==> src/rtl/rla_pkg.sv <==
// ----------------------------------------------------------------------------
// rla_pkg
// shared types and constants of the receive line assembler
// ----------------------------------------------------------------------------
`default_nettype none

package rla_pkg;

    // default geometry
    localparam int BUFFER_DEPTH_DEF   = 256;
    localparam int LINE_LIMIT_MAX_DEF = 64;

    // register and field widths
    localparam int LIMIT_W = 7;
    localparam int OP_W    = 2;
    localparam int KIND_W  = 2;
    localparam int BYTE_W  = 8;

    localparam logic [LIMIT_W-1:0] LINE_LIMIT_RESET = 7'd64;

    // operation codes
    localparam logic [OP_W-1:0] OP_APPEND = 2'd0;
    localparam logic [OP_W-1:0] OP_CLEAR  = 2'd1;
    localparam logic [OP_W-1:0] OP_TAKE   = 2'd2;

    // result kinds
    localparam logic [KIND_W-1:0] KIND_CHAR = 2'd0;
    localparam logic [KIND_W-1:0] KIND_DONE = 2'd1;
    localparam logic [KIND_W-1:0] KIND_NONE = 2'd2;

    // line break characters
    localparam logic [BYTE_W-1:0] CHAR_CR = 8'h0D;
    localparam logic [BYTE_W-1:0] CHAR_LF = 8'h0A;

    // one result item
    typedef struct packed {
        logic [KIND_W-1:0] kind;
        logic [BYTE_W-1:0] line_char;
        logic              last;
    } t_result;

    // load request from the walker into the output stage
    typedef struct packed {
        logic    load;
        t_result res;
    } t_out_req;

endpackage

`default_nettype wire

==> src/rtl/rla_ram.sv <==
// ----------------------------------------------------------------------------
// rla_ram
// generic single-clock ram, one write port, one registered read port
// ----------------------------------------------------------------------------
`default_nettype none

module rla_ram #(
    parameter int WIDTH = 8,
    parameter int DEPTH = 256
) (
    input  wire logic                     i_clk,
    input  wire logic                     i_we,
    input  wire logic [$clog2(DEPTH)-1:0] i_waddr,
    input  wire logic [WIDTH-1:0]         i_wdata,
    input  wire logic                     i_re,
    input  wire logic [$clog2(DEPTH)-1:0] i_raddr,
    output logic      [WIDTH-1:0]         o_rdata
);

    logic [WIDTH-1:0] r_mem [DEPTH];
    logic [WIDTH-1:0] r_rdata;

    // write port
    always_ff @(posedge i_clk) begin
        if (i_we) begin
            r_mem[i_waddr] <= i_wdata;
        end
    end

    // read port, data holds while no read is issued
    always_ff @(posedge i_clk) begin
        if (i_re) begin
            r_rdata <= r_mem[i_raddr];
        end
    end

    assign o_rdata = r_rdata;

endmodule

`default_nettype wire

==> src/rtl/rla_walk.sv <==
// ----------------------------------------------------------------------------
// rla_walk
// buffer bookkeeping and line walker over the byte store
// ----------------------------------------------------------------------------
`default_nettype none

module rla_walk #(
    parameter int BUFFER_DEPTH   = rla_pkg::BUFFER_DEPTH_DEF,
    parameter int LINE_LIMIT_MAX = rla_pkg::LINE_LIMIT_MAX_DEF
) (
    input  wire logic                            i_clk,
    input  wire logic                            i_rst_n,
    // input items
    input  wire logic                            i_in_valid,
    output logic                                 o_in_ready,
    input  wire logic [rla_pkg::OP_W-1:0]        i_op,
    input  wire logic [rla_pkg::BYTE_W-1:0]      i_data,
    // line limit register write
    input  wire logic                            i_cfg_valid,
    input  wire logic [rla_pkg::LIMIT_W-1:0]     i_cfg_data,
    // byte store
    output logic                                 o_ram_we,
    output logic      [$clog2(BUFFER_DEPTH)-1:0] o_ram_waddr,
    output logic      [rla_pkg::BYTE_W-1:0]      o_ram_wdata,
    output logic                                 o_ram_re,
    output logic      [$clog2(BUFFER_DEPTH)-1:0] o_ram_raddr,
    input  wire logic [rla_pkg::BYTE_W-1:0]      i_ram_rdata,
    // output stage
    output rla_pkg::t_out_req                    o_req,
    input  wire logic                            i_out_free
);

    localparam int ADDR_W = $clog2(BUFFER_DEPTH);
    localparam int CNT_W  = $clog2(BUFFER_DEPTH + 1);
    localparam int EMIT_W = $clog2(LINE_LIMIT_MAX);
    localparam int SUM_W  = CNT_W + 1;

    localparam logic [1:0] ST_IDLE = 2'd0;
    localparam logic [1:0] ST_RD   = 2'd1;
    localparam logic [1:0] ST_EV   = 2'd2;
    localparam logic [1:0] ST_DONE = 2'd3;

    // control state
    logic [1:0]                   r_state, n_state;
    logic [CNT_W-1:0]             r_count, n_count;
    logic [ADDR_W-1:0]            r_start, n_start;
    logic [CNT_W-1:0]             r_brk, n_brk;
    logic [rla_pkg::LIMIT_W-1:0]  r_limit;
    // walk state
    logic [CNT_W-1:0]             r_idx, n_idx;
    logic [ADDR_W-1:0]            r_addr, n_addr;
    logic [EMIT_W-1:0]            r_emitted, n_emitted;
    logic                         r_started, n_started;
    logic                         r_ended, n_ended;
    logic [CNT_W-1:0]             r_brk_seen, n_brk_seen;

    logic [rla_pkg::LIMIT_W-1:0]  limit_eff;
    logic [SUM_W-1:0]             wr_sum;
    logic [ADDR_W-1:0]            wr_addr;
    logic [ADDR_W-1:0]            addr_next;
    logic                         in_brk;
    logic                         rd_brk;
    logic                         full;
    logic                         in_accept;
    logic                         can_emit;

    // effective limit, tail address, next walk address
    assign limit_eff = (r_limit > rla_pkg::LIMIT_W'(LINE_LIMIT_MAX)) ?
                       rla_pkg::LIMIT_W'(LINE_LIMIT_MAX) : r_limit;
    assign wr_sum    = SUM_W'(r_start) + SUM_W'(r_count);
    assign wr_addr   = (wr_sum >= SUM_W'(BUFFER_DEPTH)) ?
                       ADDR_W'(wr_sum - SUM_W'(BUFFER_DEPTH)) : ADDR_W'(wr_sum);
    assign addr_next = (r_addr == ADDR_W'(BUFFER_DEPTH - 1)) ? '0 : r_addr + 1'b1;
    assign in_brk    = (i_data == rla_pkg::CHAR_CR) || (i_data == rla_pkg::CHAR_LF);
    assign rd_brk    = (i_ram_rdata == rla_pkg::CHAR_CR) ||
                       (i_ram_rdata == rla_pkg::CHAR_LF);
    assign full      = (r_count == CNT_W'(BUFFER_DEPTH));
    assign can_emit  = ((8'(r_emitted) + 8'd1) < {1'b0, limit_eff});

    assign o_in_ready = (r_state == ST_IDLE) && i_out_free;
    assign in_accept  = i_in_valid && o_in_ready;

    assign o_ram_waddr = wr_addr;
    assign o_ram_wdata = i_data;
    assign o_ram_raddr = r_addr;

    // next-state logic
    always_comb begin
        n_state    = r_state;
        n_count    = r_count;
        n_start    = r_start;
        n_brk      = r_brk;
        n_idx      = r_idx;
        n_addr     = r_addr;
        n_emitted  = r_emitted;
        n_started  = r_started;
        n_ended    = r_ended;
        n_brk_seen = r_brk_seen;
        o_ram_we   = 1'b0;
        o_ram_re   = 1'b0;
        o_req      = '0;

        case (r_state)
            ST_IDLE: begin
                if (in_accept) begin
                    case (i_op)
                        rla_pkg::OP_APPEND: begin
                            // a byte for a full store is dropped
                            if (!full) begin
                                o_ram_we = 1'b1;
                                n_count  = r_count + 1'b1;
                                if (in_brk) begin
                                    n_brk = r_brk + 1'b1;
                                end
                            end
                        end
                        rla_pkg::OP_CLEAR: begin
                            n_count = '0;
                            n_start = '0;
                            n_brk   = '0;
                        end
                        rla_pkg::OP_TAKE: begin
                            if ((limit_eff == '0) || (r_count == '0) ||
                                ((r_brk == '0) && !full)) begin
                                // zero limit, or no complete line held
                                o_req.load          = 1'b1;
                                o_req.res.kind      = rla_pkg::KIND_NONE;
                                o_req.res.line_char = '0;
                                o_req.res.last      = 1'b1;
                            end else begin
                                n_idx      = '0;
                                n_addr     = r_start;
                                n_emitted  = '0;
                                n_started  = 1'b0;
                                n_ended    = 1'b0;
                                n_brk_seen = '0;
                                n_state    = ST_RD;
                            end
                        end
                        default: begin
                        end
                    endcase
                end
            end
            ST_RD: begin
                // read the next held byte, or finish at the end of the held bytes
                if (r_idx == r_count) begin
                    n_state = ST_DONE;
                end else begin
                    o_ram_re = 1'b1;
                    n_state  = ST_EV;
                end
            end
            ST_EV: begin
                if (rd_brk) begin
                    // break: consumed, ends the line once characters began
                    n_ended    = r_ended | r_started;
                    n_brk_seen = r_brk_seen + 1'b1;
                    n_idx      = r_idx + 1'b1;
                    n_addr     = addr_next;
                    n_state    = ST_RD;
                end else if (r_ended) begin
                    // first character of the following line stays held
                    n_state = ST_DONE;
                end else if (can_emit) begin
                    if (i_out_free) begin
                        o_req.load          = 1'b1;
                        o_req.res.kind      = rla_pkg::KIND_CHAR;
                        o_req.res.line_char = i_ram_rdata;
                        o_req.res.last      = 1'b0;
                        n_started           = 1'b1;
                        n_emitted           = r_emitted + 1'b1;
                        n_idx               = r_idx + 1'b1;
                        n_addr              = addr_next;
                        n_state             = ST_RD;
                    end
                end else begin
                    // over the limit: consumed and discarded
                    n_started = 1'b1;
                    n_idx     = r_idx + 1'b1;
                    n_addr    = addr_next;
                    n_state   = ST_RD;
                end
            end
            ST_DONE: begin
                if (i_out_free) begin
                    o_req.load          = 1'b1;
                    o_req.res.kind      = rla_pkg::KIND_DONE;
                    o_req.res.line_char = '0;
                    o_req.res.last      = 1'b1;
                    n_count             = r_count - r_idx;
                    n_start             = (r_count == r_idx) ? '0 : r_addr;
                    n_brk               = r_brk - r_brk_seen;
                    n_state             = ST_IDLE;
                end
            end
            default: begin
                n_state = ST_IDLE;
            end
        endcase
    end

    // control registers
    always_ff @(posedge i_clk) begin
        if (!i_rst_n) begin
            r_state <= ST_IDLE;
            r_count <= '0;
            r_start <= '0;
            r_brk   <= '0;
            r_limit <= rla_pkg::LINE_LIMIT_RESET;
        end else begin
            r_state <= n_state;
            r_count <= n_count;
            r_start <= n_start;
            r_brk   <= n_brk;
            if (i_cfg_valid) begin
                r_limit <= i_cfg_data;
            end
        end
    end

    // walk registers, set up at the start of each take
    always_ff @(posedge i_clk) begin
        r_idx      <= n_idx;
        r_addr     <= n_addr;
        r_emitted  <= n_emitted;
        r_started  <= n_started;
        r_ended    <= n_ended;
        r_brk_seen <= n_brk_seen;
    end

endmodule

`default_nettype wire

==> src/rtl/rla_out_reg.sv <==
// ----------------------------------------------------------------------------
// rla_out_reg
// output register stage for result items
// ----------------------------------------------------------------------------
`default_nettype none

module rla_out_reg (
    input  wire logic              i_clk,
    input  wire logic              i_rst_n,
    input  wire rla_pkg::t_out_req i_req,
    output logic                   o_free,
    output logic                   o_valid,
    input  wire logic              i_ready,
    output rla_pkg::t_result       o_res
);

    logic             r_valid;
    rla_pkg::t_result r_res;

    // the slot is free when empty or being taken this cycle
    assign o_free = !r_valid || i_ready;

    always_ff @(posedge i_clk) begin
        if (!i_rst_n) begin
            r_valid <= 1'b0;
        end else if (o_free) begin
            r_valid <= i_req.load;
        end
    end

    always_ff @(posedge i_clk) begin
        if (o_free && i_req.load) begin
            r_res <= i_req.res;
        end
    end

    assign o_valid = r_valid;
    assign o_res   = r_res;

endmodule

`default_nettype wire

==> src/rtl/receive_line_assembler_top.sv <==
// append and clear are acted on at accept; a new item can follow in the next cycle
// take with no line held: the no-line result is loaded into the result register at accept
// take with a line: each examined byte is read from the store, then evaluated; the done
//   marker follows at the end of the held bytes or at the next line's first character,
//   plus any result stall; input is held off for the walk and while a result waits
// sync active-low reset clears count, start index and limit (to 64); store not cleared
// ----------------------------------------------------------------------------
// receive_line_assembler_top
// buffers received bytes in a circular store and hands them back a line at a time
// ----------------------------------------------------------------------------
`default_nettype none

module receive_line_assembler_top #(
    parameter int BUFFER_DEPTH   = rla_pkg::BUFFER_DEPTH_DEF,
    parameter int LINE_LIMIT_MAX = rla_pkg::LINE_LIMIT_MAX_DEF
) (
    input  wire logic                        i_clk,
    input  wire logic                        i_rst_n,
    // input items
    input  wire logic                        s_axis_tvalid,
    output logic                             s_axis_tready,
    input  wire logic [7:0]                  s_axis_tdata,  // [7:0] data_byte
    input  wire logic [1:0]                  s_axis_tuser,  // [1:0] operation
    // result items
    output logic                             m_axis_tvalid,
    input  wire logic                        m_axis_tready,
    output logic      [7:0]                  m_axis_tdata,  // [7:0] line_char
    output logic      [1:0]                  m_axis_tuser,  // [1:0] kind
    output logic                             m_axis_tlast,
    // line limit register
    input  wire logic                        i_cfg_valid,
    output logic                             o_cfg_ready,
    input  wire logic [rla_pkg::LIMIT_W-1:0] i_cfg_data
);

    localparam int ADDR_W = $clog2(BUFFER_DEPTH);

    logic                        ram_we;
    logic [ADDR_W-1:0]           ram_waddr;
    logic [rla_pkg::BYTE_W-1:0]  ram_wdata;
    logic                        ram_re;
    logic [ADDR_W-1:0]           ram_raddr;
    logic [rla_pkg::BYTE_W-1:0]  ram_rdata;
    rla_pkg::t_out_req           out_req;
    logic                        out_free;
    rla_pkg::t_result            out_res;

    assign o_cfg_ready = 1'b1;

    // byte store
    rla_ram #(
        .WIDTH (rla_pkg::BYTE_W),
        .DEPTH (BUFFER_DEPTH)
    ) u_ram (
        .i_clk   (i_clk),
        .i_we    (ram_we),
        .i_waddr (ram_waddr),
        .i_wdata (ram_wdata),
        .i_re    (ram_re),
        .i_raddr (ram_raddr),
        .o_rdata (ram_rdata)
    );

    // bookkeeping and line walker
    rla_walk #(
        .BUFFER_DEPTH   (BUFFER_DEPTH),
        .LINE_LIMIT_MAX (LINE_LIMIT_MAX)
    ) u_walk (
        .i_clk       (i_clk),
        .i_rst_n     (i_rst_n),
        .i_in_valid  (s_axis_tvalid),
        .o_in_ready  (s_axis_tready),
        .i_op        (s_axis_tuser),
        .i_data      (s_axis_tdata),
        .i_cfg_valid (i_cfg_valid),
        .i_cfg_data  (i_cfg_data),
        .o_ram_we    (ram_we),
        .o_ram_waddr (ram_waddr),
        .o_ram_wdata (ram_wdata),
        .o_ram_re    (ram_re),
        .o_ram_raddr (ram_raddr),
        .i_ram_rdata (ram_rdata),
        .o_req       (out_req),
        .i_out_free  (out_free)
    );

    // result register
    rla_out_reg u_out (
        .i_clk   (i_clk),
        .i_rst_n (i_rst_n),
        .i_req   (out_req),
        .o_free  (out_free),
        .o_valid (m_axis_tvalid),
        .i_ready (m_axis_tready),
        .o_res   (out_res)
    );

    assign m_axis_tdata = out_res.line_char;
    assign m_axis_tuser = out_res.kind;
    assign m_axis_tlast = out_res.last;

endmodule

`default_nettype wire

==> config.mk <==
export PLATFORM = sky130hd
export DESIGN_NAME = receive_line_assembler_top
export DESIGN_NICKNAME = d
export VERILOG_FILES = /design/src/rtl/rla_pkg.sv /design/src/rtl/rla_ram.sv /design/src/rtl/rla_walk.sv /design/src/rtl/rla_out_reg.sv /design/src/rtl/receive_line_assembler_top.sv
export SDC_FILE = /design/constraint.sdc
export NUM_CORES = 2
export LEC_CHECK = 0
export ABC_AREA = 0
export ABC_CLOCK_PERIOD_IN_PS = 7800
export BUFFER_PORTS_ARGS = -buffer_cell sky130_fd_sc_hd__buf_2
export CORE_UTILIZATION = 55
export DETAILED_ROUTE_END_ITERATION = 10
export PLACE_DENSITY = 0.8
export SLEW_MARGIN = 20
export SYNTH_ARGS = -nofsm -noshare
export SYNTH_HDL_FRONTEND = slang
export SYNTH_HIERARCHICAL = 1
export SYNTH_SLANG_ARGS = --single-unit
==> constraint.sdc <==
create_clock -name i_clk -period 7.8 [get_ports i_clk]
set_input_delay 0.78 -clock i_clk [delete_from_list [all_inputs] [get_ports i_clk]]
set_output_delay 0.78 -clock i_clk [all_outputs]
set_load 0.01 [all_outputs]
-- Word-level counts from Yosys, hierarchy flattened
Memory sizes are Yosys's and may differ from the RTL's. A register that Yosys moved wholly into a read port is not among the register bits.
Cells that the tools add are included.
- register bits after elaboration: 81
- bits in writable memories: 2048
- input port bits: 22
- output and inout port bits: 14
- logic and storage cells: 169
- memories kept: 1
- memory list (name ; depth ; bits a word ; rd ports ; clocked after Yosys merged registers in ; write ports ; RTL line ; RTL):
    u_ram.r_mem ; 256 ; 8 ; 1 ; 1 ; 1 ; rla_ram.sv:20 ; logic [WIDTH-1:0] r_mem [DEPTH];
- add/sub/neg operators: 11
- $lt $le $gt $ge: 3
- equality and inequality tests: 30
- multiplexer cells: 82
- bitwise gates (word level): 1
- reduce and logical (&&, ||, !) cells: 26
- operators by type and width (cell ; count):
    two-way mux 9 bit ; 15
    one-hot mux 9 bit (2 select lines) ; 6
    two-way mux 8 bit ; 13
    two-way mux 12 bit ; 8
    two-way mux 6 bit ; 7
    adder 9 x 1 -> 9 bit (second input constant) ; 4
    one-hot mux 12 bit (3 select lines) ; 1
    == test 8 x 4 -> 1 bit (second input constant) ; 4
    one-hot mux 8 bit (2 select lines) ; 2
    == test 9 bit ; 2
    logical NOT 9 bit ; 2
    subtractor 9 bit ; 2
    two-way mux 1 bit ; 17
    two-way mux 2 bit ; 8
    AND reduction 5 bit ; 3
    one-hot mux 6 bit (2 select lines) ; 1
    AND reduction 6 bit ; 2
    adder 8 x 9 -> 10 bit ; 1
    greater-or-equal comparator 10 x 9 -> 1 bit (second input constant) ; 1
    != test 2 x 1 -> 1 bit (second input constant) ; 5
    != test 2 bit (second input constant) ; 5
    == test 9 bit (second input constant) ; 1
    != test 3 bit (second input constant) ; 3
    adder 8 x 1 -> 8 bit (second input constant) ; 1
    other kinds (24) ; 39

-- Logic depth before layout (Yosys ltp)
- depth after elaboration: 10
- depth in mapped cells: 13
- depth with buffers taken out: 12

-- By module
Netlist, hierarchy kept.
- modules (own cells, without submodules) (module ; times used ; cells each ; area each (um^2) ; seq. area each (um^2)):
    rla_ram ; 1 ; 3733 ; 79636.4 ; 61739.2
    rla_walk ; 1 ; 592 ; 5082.4 ; 1721.7
    rla_out_reg ; 1 ; 16 ; 387.9 ; 350.3
    receive_line_assembler_top ; 1 ; 2 ; 11.3 ; 0.0

-- Worst setup path before layout
OpenSTA, ideal clock, no wires.
- path kind: flip-flop to flip-flop
- start point: register u_walk.r_count[0]
- end point: memory u_ram.r_mem[118][0] (enable)
- setup time: 370 ps
- arrival time: 2934 ps
- required time: 7430 ps
- slack: 4495 ps
- cell stages (with the launch flop): 14
- path buffers: 1
- cells stage by stage: dfxtp_1 > ha_1 > inv_1 > fa_1 > nor2b_1 > o21ai_0 > a21oi_1 > o21a_1 > nor2_1 > xnor2_1 > nor2b_1 > nand3_1 > clkbuf_1 > nor2_1
- RTL lines (element ; RTL line ; RTL):
    start, declared ; rla_walk.sv:45 ; logic [CNT_W-1:0] r_count, n_count;
    start signal, assigned ; rla_walk.sv:213 ; r_count <= n_count;
    adder 8 x 9 -> 10 bit * ; rla_walk.sv:70 ; assign wr_sum = SUM_W'(r_start) + SUM_W'(r_count);
    subtractor 8 x 1 -> 8 bit / greater-or-equal comparator 10 x 9 -> 1 bit (equally long branches) ; rla_walk.sv:72, rla_walk.sv:71 ;
    two-way mux 8 bit * ; rla_walk.sv:71 ; assign wr_addr = (wr_sum >= SUM_W'(BUFFER_DEPTH)) ?
    via ram_waddr[6] ; receive_line_assembler_top.sv:39 ; logic [ADDR_W-1:0] ram_waddr;
    end, declared ; rla_ram.sv:20 ;
The timed path passes the listed nets; every way through them passes the cells marked *.

-- Worst setup path after layout
- start point: register u_walk.r_count[0]
- end point: memory u_ram.r_mem[127][3] (enable)
The elaborated chain is that of the path after synthesis.

==> qor.yml <==
p_leak_uw: 0.0289
syn-num-nets: 4410
synth_area_leader_cell: "edfxtp_1"
grt_pass1_wl_um: 302000
ios: 36
synth_common_cells: "2101 x edfxtp_1, 454 x mux4_2, 355 x nor2_1"
reg2reg_slack_ns: 2.87
drc: 0
viasPerCell: 6.84
busiest_layer: "met2"
cts-resized-gates: 0
area_growth_pct: 9.88
async_flop_share: 0
fin_tns_setup_ns: 0
grt_use_total: 0.266
synth-simple-area-share: 0.0389
hold_viol_final: 0
drt-pass1-iter-count: 8
synth_top_family_by_area: "multiplexers"
antenna_found_initial: 7
finalSetupViolCount: 0
holdPathEnd: "u_walk/r_limit[6]"
initial_utilization: 0.557
worstMarginPinSlew_ns: 1.22
clk_path_buf_depth: 3
use_met2: 0.409
worst_skew_pair.late_latency_ns: 0.85
ys_ff_latch: 2137
maxCapViolations: 0
min_period_over_period: 0.631
ant_nets: 0
crit_required_ns: 8.25
syn_inst: 4343
grt_overflow_total: 0
hp-class: "in2reg"
yosys-top-cells-area: "edfxtp_1 74%, mux4_2 12%, mux2i_1 1.7%"
dr.first_iter.drc_count: 6964
start_kind: "register"
ir_worst_vdd_v: 0.000261
gp_congestion: 0.918
place_ws_ns: 3.16
rsz0062_at_grt: "no"
die_h_um: 395
path_max_fanout: 16
synth_compound_area_frac: 0.0434
coreArea_um2: 153000
root_buffer: "clkbuf_16"
dp_hpwl_um: 122000
slew_headroom: 0.183
drive_gt1_frac: 0.196
outcome: "finished clean"
nNetsFinal: 4461
avgSynthCellArea_um2: 19.6
rows: 143
synth_ff_type: "edfxtp_1"
yosysMostFrequentCell: "edfxtp_1"
power.density_nw_per_um2: 263
layout_setup_ws_ns: 2.87
syn_area_um2: 85100
synth-seq-area-share: 0.750
synth_edf_count: 2101
use_met1: 0.365
rr_endpoint: "u_ram/r_mem[127][3]"
ys_warn_count: 6
crit_arrival_ns: 5.38
htree_levels: 4
wl_per_cell_um: 31.6
finClkSkew_ns: 0.0742
fp.dieW_um: 395
die_area_um2: 156000
slew_violations: 0
grtUsageMet3: 0.0608
endpoint_kind: "register"
grt_pass1_vias: 43900
cts_hold_buf: 0
yosysTopAreaCellShare: 0.741
crit_type: "reg2reg"
yosysUniqueCellTypes: 87
synth.area.mux_share: 0.138
rr_startpoint: "u_walk/r_count[0]"
min_from: "i_cfg_data[6]"
grt_start_max_net_pins: 132
port_buffers: 34
hold_path_depth: 3
cts_buffers: 198
fin_crit_ns: 4.93
clk_pin_slew_ns: 0.06
synth-xor-area-share: 0.00309
postCtsSetupBuffers: 0
ff2ff_path_depth: 12
cts_sinks: 2137
synthAdderAreaFrac: 0.00688
drt-total-wl_um: 208000
max_freq_mhz: 203
cts_tree: "yes"
vias: 45100
worst max-delay path: stages, from the launching register on:
cell and delay [ns]:
dfxtp_1 0.41, ha_1 0.20, inv_1 0.06, fa_1 0.41, nor2b_1 0.16, o21ai_0 0.11, a21oi_1 0.23, o21a_1 0.14
nor2_1 0.05, xnor2_1 0.48, nor2b_1 0.36, nand3_1 0.91, nor2_1 1.00
report_power, final:
part | leakage (µW) | switching, µW | internal, µW
registers | 0.0192 | 90.2 | 12700
logic | 0.00662 | 1450 | 781
clock network | 0.00312 | 4270 | 5310
total | 0.0289 | 5810 | 18800
flip-flops by register name, indices dropped and copies added (netlist names):
name	count
u_walk/o_ram_raddr	8
u_out/o_res	11
u_ram/r_mem	2048
u_walk/r_started	1
u_walk/r_emitted	6
u_walk/r_state	2
u_walk/r_ended	1
u_walk/r_count	9
u_walk/r_brk	9
u_walk/r_brk_seen	9
u_out/o_valid	1
u_walk/r_limit	7
u_ram/o_rdata	8
u_walk/r_idx	9
u_walk/r_start	8
area by class of cell:
class	count	area, µm²
antenna	3	7.51
clock buffer	237	5180
clock inverter	131	1280
fill	9958	59300
inverter	39	146
multi-input combinational	1908	19600
sequential	2137	63800
tap	2030	2540
timing repair buffer	110	935
layer usage:
metal  vias up  wire length (µm)
met3       576             26300
li1      18000                 -
met2      3568             97300
met4         0             10400
met1     23000             74400
met5         -                 0
cells by family (layout without fill, tap and decap cells):
| group | Yosys count | in the layout |
|---|---|---|
| DFF | 2137 | 2137 |
| and+or+nand+nor | 702 | 702 |
| muxes | 600 | 600 |
| AOI/OAI and AO/OA | 530 | 530 |
| buffers and inverters | 298 | 517 |
| adders and majority gates | 45 | 45 |
| xor gates and xnor gates | 30 | 30 |
| other | 1 | 4 |
worst max-delay path by stage:
| stage | startpoint | to | slack, ns | cells after the start |
|---|---|---|---|---|
| after CTS | u_walk/r_count[0] | u_ram/r_mem[127][3] | 3.03 | 12 |
| after detailed placement | u_walk/r_count[1] | u_ram/r_mem[112][2] | 3.16 | 11 |
| after global placement | u_walk/r_count[0] | u_ram/r_mem[233][4] | 3.32 | 11 |
| final | u_walk/r_count[0] | u_ram/r_mem[127][3] | 2.87 | 12 |
| after floorplan | u_walk/r_count[0] | u_ram/r_mem[118][0] | 4.50 | 13 |
| after global routing | u_walk/r_count[0] | u_ram/r_mem[113][1] | 2.69 | 12 |
per-stage QoR:
stage	instance area (µm²)	total power (µW)	hold slack, ns	cells	utilization
after global placement	87000	15100	0.512	6223	0.569
after CTS	93500	24600	0.152	6591	0.612
after global routing	93500	25200	0.187	6592	0.612
after detailed placement	87000	15200	0.515	6223	0.570
after floorplan	85100	14500	0.477	4343	-
final	93500	24600	0.195	6595	0.612
cells in the final DEF (no fill, tap or decap), types with 23 or more instances in the layout:
master,n
a21oi_1,132
a22oi_1,143
and2_1,23
buf_2,26
buf_4,66
clkbuf_1,34
clkbuf_16,201
clkinv_1,47
clkinv_2,33
dfxtp_1,36
edfxtp_1,2101
ha_1,42
inv_1,37
mux2i_1,141
mux4_2,454
nand2_1,69
nand3_1,56
nor2_1,352
nor2b_1,37
nor3_1,38
nor4_1,29
o21ai_0,40
o221ai_1,47
o22ai_1,32
Power figures use the tool's default switching activity.
